## src/rtl/core/mpmc_pkg.sv

```systemverilog
// Shared types, constants and helpers for the multi-pattern match counter.
// No dependencies; mpmc_front, mpmc_engine and the top level import this package.
package mpmc_pkg;

    localparam int NODES       = 4096;
    localparam int NODE_W      = 12;
    localparam int USED_W      = 13;
    localparam int PATTERNS    = 1023;
    localparam int PID_W       = 10;
    localparam int ALPHABET    = 27;
    localparam int CLS_W       = 5;
    localparam int CHILD_DEPTH = NODES * ALPHABET;
    localparam int CHILD_AW    = $clog2(CHILD_DEPTH);
    localparam int COUNT_W     = 24;
    localparam int OCC_DEPTH   = PATTERNS + 1;

    localparam logic [COUNT_W-1:0] COUNT_MAX = {COUNT_W{1'b1}};
    localparam logic [7:0] CHAR_A = 8'h41;
    localparam logic [7:0] CHAR_Z = 8'h5A;

    localparam logic [2:0] OP_INSERT = 3'd0;
    localparam logic [2:0] OP_BUILD  = 3'd1;
    localparam logic [2:0] OP_SCAN   = 3'd2;
    localparam logic [2:0] OP_READ   = 3'd3;
    localparam logic [2:0] OP_CLEAR  = 3'd4;

    localparam logic [1:0] ST_OK       = 2'd0;
    localparam logic [1:0] ST_FULL     = 2'd1;
    localparam logic [1:0] ST_NO_LINKS = 2'd2;
    localparam logic [1:0] ST_BAD_ID   = 2'd3;

    typedef struct packed {
        logic [2:0]       opcode;
        logic [7:0]       symbol;
        logic             pattern_end;
        logic [PID_W-1:0] pattern_id;
    } item_t;

    typedef struct packed {
        logic [1:0]         status;
        logic [PID_W-1:0]   pattern_id_res;
        logic [COUNT_W-1:0] count;
    } result_t;

    // classified command handed from front to engine
    typedef struct packed {
        logic [2:0]       op;
        logic [CLS_W-1:0] cls;
        logic             pend;
        logic [PID_W-1:0] pid;
        logic             bad_id;
    } cmd_t;

    function automatic logic [CLS_W-1:0] sym_class(input logic [7:0] sym);
        logic [7:0] d;
        d = sym - CHAR_A;
        if (sym >= CHAR_A && sym <= CHAR_Z)
            return d[CLS_W-1:0];
        return CLS_W'(ALPHABET - 1);
    endfunction

endpackage

```

## src/rtl/core/mpmc_front.sv

```systemverilog
// Front end: two-entry command queue that accepts items and classifies them.
// Depends on mpmc_pkg.
module mpmc_front (
    input  logic            clk,
    input  logic            rst_n,
    input  logic            push,
    output logic            full,
    input  mpmc_pkg::item_t item,
    output logic            cmd_valid,
    input  logic            cmd_pop,
    output mpmc_pkg::cmd_t  cmd
);
    import mpmc_pkg::*;

    cmd_t       q_reg [2];
    logic       wp_reg, wp_next, rp_reg, rp_next;
    logic [1:0] cnt_reg, cnt_next;
    cmd_t       cls_cmd;
    logic       do_push, do_pop;

    always_comb
    begin
        cls_cmd.op     = item.opcode;
        cls_cmd.cls    = sym_class(item.symbol);
        cls_cmd.pend   = item.pattern_end;
        cls_cmd.pid    = item.pattern_id;
        cls_cmd.bad_id = (item.pattern_id == '0) ||
                         ({1'b0, item.pattern_id} > (PID_W+1)'(PATTERNS));
    end

    assign full      = (cnt_reg == 2'd2);
    assign cmd_valid = (cnt_reg != 2'd0);
    assign cmd       = q_reg[rp_reg];
    assign do_push   = push && !full;
    assign do_pop    = cmd_pop && cmd_valid;
    assign wp_next   = wp_reg ^ do_push;
    assign rp_next   = rp_reg ^ do_pop;
    assign cnt_next  = cnt_reg + 2'(do_push) - 2'(do_pop);

    always_ff @(posedge clk)
    begin
        if (do_push)
        begin
            q_reg[wp_reg] <= cls_cmd;
        end
    end

    always_ff @(posedge clk or negedge rst_n)
    begin
        if (!rst_n)
        begin
            wp_reg  <= 1'b0;
            rp_reg  <= 1'b0;
            cnt_reg <= 2'd0;
        end
        else
        begin
            wp_reg  <= wp_next;
            rp_reg  <= rp_next;
            cnt_reg <= cnt_next;
        end
    end
endmodule

```

## config.mk

```make
export PLATFORM = sky130hd
export DESIGN_NAME = mpmc_front
export DESIGN_NICKNAME = d
export VERILOG_FILES = /design/src/rtl/core/mpmc_pkg.sv /design/src/rtl/core/mpmc_front.sv
export SDC_FILE = /design/constraint.sdc
export NUM_CORES = 1
export LEC_CHECK = 0
export BUFFER_PORTS_ARGS = -buffer_cell sky130_fd_sc_hd__buf_2
export CAP_MARGIN = 20
export CORE_UTILIZATION = 55
export DETAILED_ROUTE_END_ITERATION = 16
export PLACE_DENSITY_LB_ADDON = 0.2
export SETUP_SLACK_MARGIN = 0.4
export SLEW_MARGIN = 10
export SYNTH_ARGS = -nofsm -noshare
export SYNTH_HDL_FRONTEND = slang
export SYNTH_SLANG_ARGS = --single-unit
```

## constraint.sdc

```tcl
create_clock -name clk -period 2.5 [get_ports clk]
set_input_delay 0.25 -clock clk [delete_from_list [all_inputs] [get_ports clk]]
set_output_delay 0.25 -clock clk [all_outputs]
set_load 0.005 [all_outputs]
```

==> qor.yml, run 1 <==
cts.root.buffer_cell: "clkbuf_4"
slew_headroom: 0.7150
die_area_um2: 3603
hold_viol: 0
die_w_um: 60.03
cpMaxStageDelayCell: "dfrtp_1"
htree_num_levels: 2
synthCells: 108
power_density_nw_per_um2: 969.0
finalInstanceArea_um2: 2241
antenna_found_initial: 0
globalRouteTotalUtil: 0.1816
cts_sinks: 44
multiInputGateArea_um2: 514.2
gp_congestion: 0.7588
syn_area_per_cell_um2: 17.15
rows: 20
slew_violations: 0
vias_per_cell: 5.182
synthTopCellsByCount: "edfxtp_1 (40), mux2_2 (20), ha_1 (7), inv_1 (7)"
first_pass_iters: 4
critical_path.top_delay_family: "flip-flops"
cts_tree: "built"
seq_area_frac_synth: 0.7027
synth_top_area_cell: "edfxtp_1"
io_pins: 48
largest_reg_flops: 40
nFillCells: 213
drv_cap: 0
ant_nets: 0
rsz0062_at_grt: "false"
numPortBuffers: 47
fin_nets: 197
cts.clk_slew.worst_paths_ns: 0.12
grt.overflow.total: 0
r2r-start: "cnt_reg[1]$_DFF_PN0_"
synthDistinctLibCells: 23
finalSetupTns_ns: 0
netlist_top_cells_area: "edfxtp_1 (65%), mux2_2 (12%), dfrtp_1 (5.4%)"
status: "finished, final reports clean"
dp_hpwl_mm: 2.189
worstPathRequired_ns: 2.25
die_height_um: 60.03
yosysWarningCount: 0
crit_type: "flop to primary output"
start_kind: "flop"
yosys.area.top_type_share: 0.6486
finalCritPeriodShare: 0.7922
leakagePower_nw: 0.8918
regArea_um2: 1301
insertion_delay_ns: 0.33
drc: 0
grt_first_pass_wirelength_mm: 4.650
synthArstFlopShare: 0.09091
cp_cell_sequence: "buf_4, mux2_2, buf_2"
core_um2: 3128
ys.flop_type: "edfxtp_1"
hp-class: "input pin to flop"
fmax_mhz: 504.9
drt_iter0_drc: 46
grt_pass1_vias: 1108
cp-startpoint: "rp_reg$_DFF_PN0_"
skew_ns: 0.008073
clk_path_buf_depth: 2
post-route-min-period_ns: 1.980
drt-total-wl_mm: 2.946
grt_max_degree: 14
crit_arrival_ns: 1.73
tightest_slew_ns: 0.4275
area_growth_pct: 21.01
vias: 1083
postPlaceCellArea_um2: 2155
n_antenna_cell: 0
path_buf_inv: 2
cts_buffers: 5
peakVddDrop_v: 0.0005038
crit_path_end_kind: "primary output"
path_max_fanout: 12
start_util: 0.5920
worstHoldStart: "item[21]"
power_mw: 2.171
synth_fp_nets: 141
synth_edf_count: 40
ys_ff_latch: 44
syn_area_um2: 1852
drive_above_1_share: 0.4909
cp_slowest_stage_delay_ns: 0.61
synth_most_common_cell: "edfxtp_1"
setup_viol: 0
wire_per_inst_um: 14.10
-- layer usage --
metal  vias to the layer above  track usage  wire [µm]
li1                        520            -          -
met5                         -            0          0
met2                        30       0.3270       1654
met1                       529       0.1938       1137
met4                         0      0.08638         27
met3                         4      0.05195        126
-- layout make-up --
class	count	share of cell area
clock buffers	6	0.01843
well taps	44	0.02457
repair buffers	51	0.1195
flip-flops and latches	44	0.5807
multi-input cells	55	0.2295
inverters	7	0.01173
clock inverters	2	0.01563
-- cells in the final DEF (no fill, tap or decap), drive strengths merged --
cell	Yosys	routed
or2	1	1
edfxtp	40	40
or3	1	1
dlygate4sd3	0	1
ha	7	7
dfrtp	4	4
nor2b	1	1
xor2	2	2
o211a	1	1
nand2	3	3
or4	2	2
mux2	20	20
xnor2	4	4
clkbuf	0	6
inv	7	7
buf	2	50
and2	2	2
or3b	1	1
nand2b	1	1
nor4	3	3
nor2	1	1
o211ai	1	1
nor3	2	2
clkinv	0	1
bufinv	0	1
nand4	2	2
-- through the flow --
stage / util / std cells / setup slack (ns) / hold WS [ns]
after global routing: 0.7164 / 209 / 0.4285 / 0.07883
after floorplan: - / 108 / 0.7964 / -0.04559
after global placement: 0.6888 / 200 / 0.7942 / 0.06354
after detailed placement: 0.6888 / 200 / 0.7596 / 0.06431
after CTS: 0.7164 / 209 / 0.4904 / 0.08925
final: 0.7164 / 209 / 0.5196 / 0.1051
-- power by group --
group / internal (mW) / switching, mW / total, mW
Combinational: 0.362 / 0.319 / 0.681
Clock: 0.210 / 0.202 / 0.411
Sequential: 1.00 / 0.0750 / 1.08
-- path summary, 6_finish.rpt --
path	slack, ns	cells after the start	end
max reg2reg	0.73	7	cnt_reg[1]$_DFF_PN0_
max in group asynchronous	2.15	2	rp_reg$_DFF_PN0_
max	0.52	3	cmd[0]
min reg2reg	0.51	1	cnt_reg[1]$_DFF_PN0_
min in group asynchronous	0.24	2	cnt_reg[1]$_DFF_PN0_
min	0.11	1	q_reg[1][19]$_DFFE_PP_
-- timing repair --
item	4_1_cts	5_1_grt
hold endpoints to repair	4	0
hold buffers	1	0
setup buffers	0	0
gates resized for setup	0	0
-- kinds of logic (layout without fill, tap and decap cells) --
group / after synthesis / after routing / share of synthesized area
buf+inv: 9 / 66 / 0.01960
fa+ha+maj: 7 / 7 / 0.04730
xor+xnor: 6 / 6 / 0.02838
simple gates: 20 / 20 / 0.07095
mux: 20 / 20 / 0.1216
flops: 44 / 44 / 0.7027
compound gates: 2 / 2 / 0.009461
No activity file was read; power rests on OpenSTA's default activity.
==> run 2: changes to the inputs <==
Settings changed: ABC_AREA from default to 1, CORE_UTILIZATION 55 to 52.
Clock period 2.5 ns to 1.9 ns, I/O delays scaled along.
==> run 2 against run 1 <==
- clock-buffer cell count unchanged
- sequential share of layout area decreased by 6.3 points
- power increased by 59%
- area after synthesis increased by 1.9%
- final cell count increased by 34%
- clock skew increased by 0.0027 ns
- wire length increased by 20%
- critical endpoint is now cnt_reg[1]$_DFF_PN0_
- largest cell class unchanged
==> qor.yml, run 2 <==
first_pass_iters: 5  # +1
post-route-min-period_ns: 1.596
grt_pass1_vias: 1328  # +20%
cts_buffers: 5  # unchanged
drv_cap: 0  # unchanged
die_w_um: 62.24  # +3.7%
gp_congestion: 0.7238  # -4.6%
path_buf_inv: 2  # unchanged
synth_edf_count: 40  # unchanged
syn_area_um2: 1887  # +1.9%
seq_area_frac_synth: 0.6897  # -0.01305
worstPathRequired_ns: 2.12  # -0.13 ns
leakagePower_nw: 1.130  # +27%
final_cell_mix: "nand2_1 (52), buf_2 (47), edfxtp_1 (40)"
ys.flop_type: "edfxtp_1"
yosys.area.top_type_share: 0.6366  # -0.01204
synthDistinctLibCells: 15  # -35%
grt.overflow.total: 0  # unchanged
setup_viol: 0  # unchanged
p_int_mw: 2.312  # +47%
die_area_um2: 3873  # +7.5%
cts_sinks: 44  # unchanged
area_growth_pct: 33.16
grt_first_pass_wirelength_mm: 5.444  # +17%
numPortBuffers: 47  # unchanged
nFillCells: 249  # +17%
cts_tree: "built"
power_mw: 3.452  # +59%
antenna_found_initial: 0  # unchanged
vias: 1373  # +27%
finalCritPeriodShare: 0.8402
insertion_delay_ns: 0.33  # about the same
dp_hpwl_mm: 2.241  # +2.3%
combPwrFrac: 0.430  # +0.116
skew_ns: 0.01075  # +0.002681 ns
synthCells: 170  # +57%
critical_path.top_delay_family: "flip-flops"
p_sw_mw: 1.140  # +91%
wire_per_inst_um: 12.61  # -11%
rsz0062_at_grt: "true"
cp_slowest_stage_delay_ns: 0.40  # -0.21 ns
tightest_slew_ns: 0.2202  # -0.2073 ns
die_height_um: 62.24  # +3.7%
drt_iter0_drc: 40  # -13%
cts.clk_slew.worst_paths_ns: 0.12  # about the same
synthTopCellsByCount: "nand2_1 (71), edfxtp_1 (40), inv_1 (15)"
start_kind: "flop"
hp-class: "input pin to flop"
p_clk_frac: 0.157  # -0.032
drive_above_1_share: 0.4213  # -0.06963
yosysWarningCount: 0  # unchanged
largest_reg_flops: 40  # unchanged
status: "finished, final reports clean"
grt_max_degree: 21  # +7
slew_violations: 0  # unchanged
synth_fp_nets: 203  # +44%
rows: 21  # +5.0%
path_max_fanout: 2  # -10
cts.root.buffer_cell: "clkbuf_4"
io_pins: 48  # unchanged
cp_cell_sequence: "or2_4, nand2_2, inv_2, ha_4, inv_2, ha_4, xnor2_2, xor2_1"
crit_path_end_kind: "flop"
syn_area_per_cell_um2: 11.10  # -35%
crit_arrival_ns: 1.82  # +0.09 ns
drc: 0  # unchanged
fmax_mhz: 626.4
power_density_nw_per_um2: 1374  # +42%
drt-total-wl_mm: 3.544  # +20%
peakVddDrop_v: 0.0008670  # +72%
cp-startpoint: "cnt_reg[1]$_DFF_PN0_"
slew_headroom: 0.8532  # +0.1382
swShare: 0.3302  # +0.05594
fin_nets: 267  # +36%
synth_most_common_cell: "nand2_1"
synth_top_area_cell: "edfxtp_1"
clk_path_buf_depth: 2  # unchanged
crit_type: "flop to flop"
n_antenna_cell: 0  # unchanged
synthArstFlopShare: 0.09091  # unchanged
core_um2: 3416  # +9.2%
globalRouteTotalUtil: 0.1854  # +0.003846
hold_viol: 0  # unchanged
start_util: 0.5524  # -0.03962
ant_nets: 0  # unchanged
ys_ff_latch: 44  # unchanged
cpMaxStageDelayCell: "dfrtp_1"
htree_num_levels: 2  # unchanged
seqPwrFrac: 0.413  # -0.084
vias_per_cell: 4.886  # -5.7%
worstHoldStart: "item[19]"
r2r-start: "cnt_reg[1]$_DFF_PN0_"
final_common_cell: "nand2_1"
netlist_top_cells_area: "edfxtp_1 (64%), nand2_1 (14%), dfrtp_1 (5.3%)"
finalSetupTns_ns: 0  # unchanged
## run 2: changes by cell type in the layout (fill, tap and decap cells not counted), moves of 3 or more
cell	before	now
buf_4	3	8
ha_1	7	3
ha_4	0	4
inv_1	7	11
inv_2	0	3
mux2_2	20	0
nand2_1	3	52
nand2_2	0	17
nand3_1	0	8
nor2_1	1	12
nor4_1	3	0
xnor2_1	4	1
## run 2: logic make-up after synthesis
| logic type | after synthesis | share of synthesized area |
|---|---|---|
| fa+ha+maj | 7 | 0.04642 |
| simple gates | 94 | 0.1976 |
| xor+xnor | 4 | 0.01857 |
| buf+inv | 19 | 0.04045 |
| compound gates | 2 | 0.007293 |
| flops | 44 | 0.6897 |
## run 2: area by class of cell
class	count	area [µm²]	share of cell area
inverter	15	58.81	0.02341
multi-input combinational	107	628.1	0.2500
clock inverter	2	35.03	0.01394
tap	46	57.56	0.02291
sequential	44	1301	0.5179
timing repair buffer	61	390.4	0.1554
clock buffer	6	41.29	0.01643
## run 2: worst paths after layout
path                                           to  slack, ns  cells past startpoint
max reg2reg                  cnt_reg[1]$_DFF_PN0_       0.30                      8
max in group asynchronous        rp_reg$_DFF_PN0_       1.57                      2
max                          cnt_reg[1]$_DFF_PN0_       0.30                      8
min                        q_reg[1][17]$_DFFE_PP_       0.04                      1
min in group asynchronous    cnt_reg[0]$_DFF_PN0_       0.20                      2
min reg2reg                  cnt_reg[0]$_DFF_PN0_       0.66                      2
## run 2: worst register-to-register path: cells and delay by family, from the launching register on
family / cells / cell delay [ns]
XOR/XNOR: 2 / 0.27
adder cells (fa/ha/maj): 2 / 0.40
buffers and inverters: 2 / 0.08
flip-flops: 1 / 0.40
AND/OR/NAND/NOR: 2 / 0.33
## run 2: repair_timing
action,CTS,global route
hold buffers,1,0
pin swaps,5,8
setup buffers,2,8
resized for setup,10,29
endpoints found under the setup margin,56,57
hold endpoints to repair,4,0
gates cloned,0,1
## run 2: power by group through the flow
| stage | registers, mW | clock network [mW] | logic (mW) |
|---|---|---|---|
| 6_report | 1.43 | 0.541 | 1.49 |
| 5_1_grt | 1.44 | 0.591 | 1.65 |
| 4_1_cts | 1.40 | 0.554 | 1.16 |
| 3_5_place_dp | 1.42 | 0 | 1.04 |
| 3_3_place_gp | 1.41 | 0 | 0.989 |
| 2_1_floorplan | 1.40 | 0 | 0.622 |
## run 2: metrics by stage
step | hold WS, ns | instances | area [µm²] | util | worst slack [ns]
after detailed placement | 0.002722 | 261 | 2182 | 0.6388 | 0.2050
after floorplan | -0.1056 | 170 | 1894 | - | 0.3260
after CTS | 0.03003 | 272 | 2323 | 0.6802 | 0.2683
after global routing | 0.01666 | 281 | 2512 | 0.7355 | 0.2381
final | 0.04348 | 281 | 2512 | 0.7355 | 0.3036
after global placement | -0.003457 | 261 | 2182 | 0.6388 | 0.3174
## run 2: layer usage
| layer | GRT usage | up-vias | wire length, µm |
|---|---|---|---|
| li1 | - | 681 | - |
| met3 | 0.03860 | 4 | 147 |
| met2 | 0.3709 | 40 | 2021 |
| met5 | 0 | - | 0 |
| met4 | 0.06977 | 0 | 36 |
| met1 | 0.1828 | 648 | 1339 |
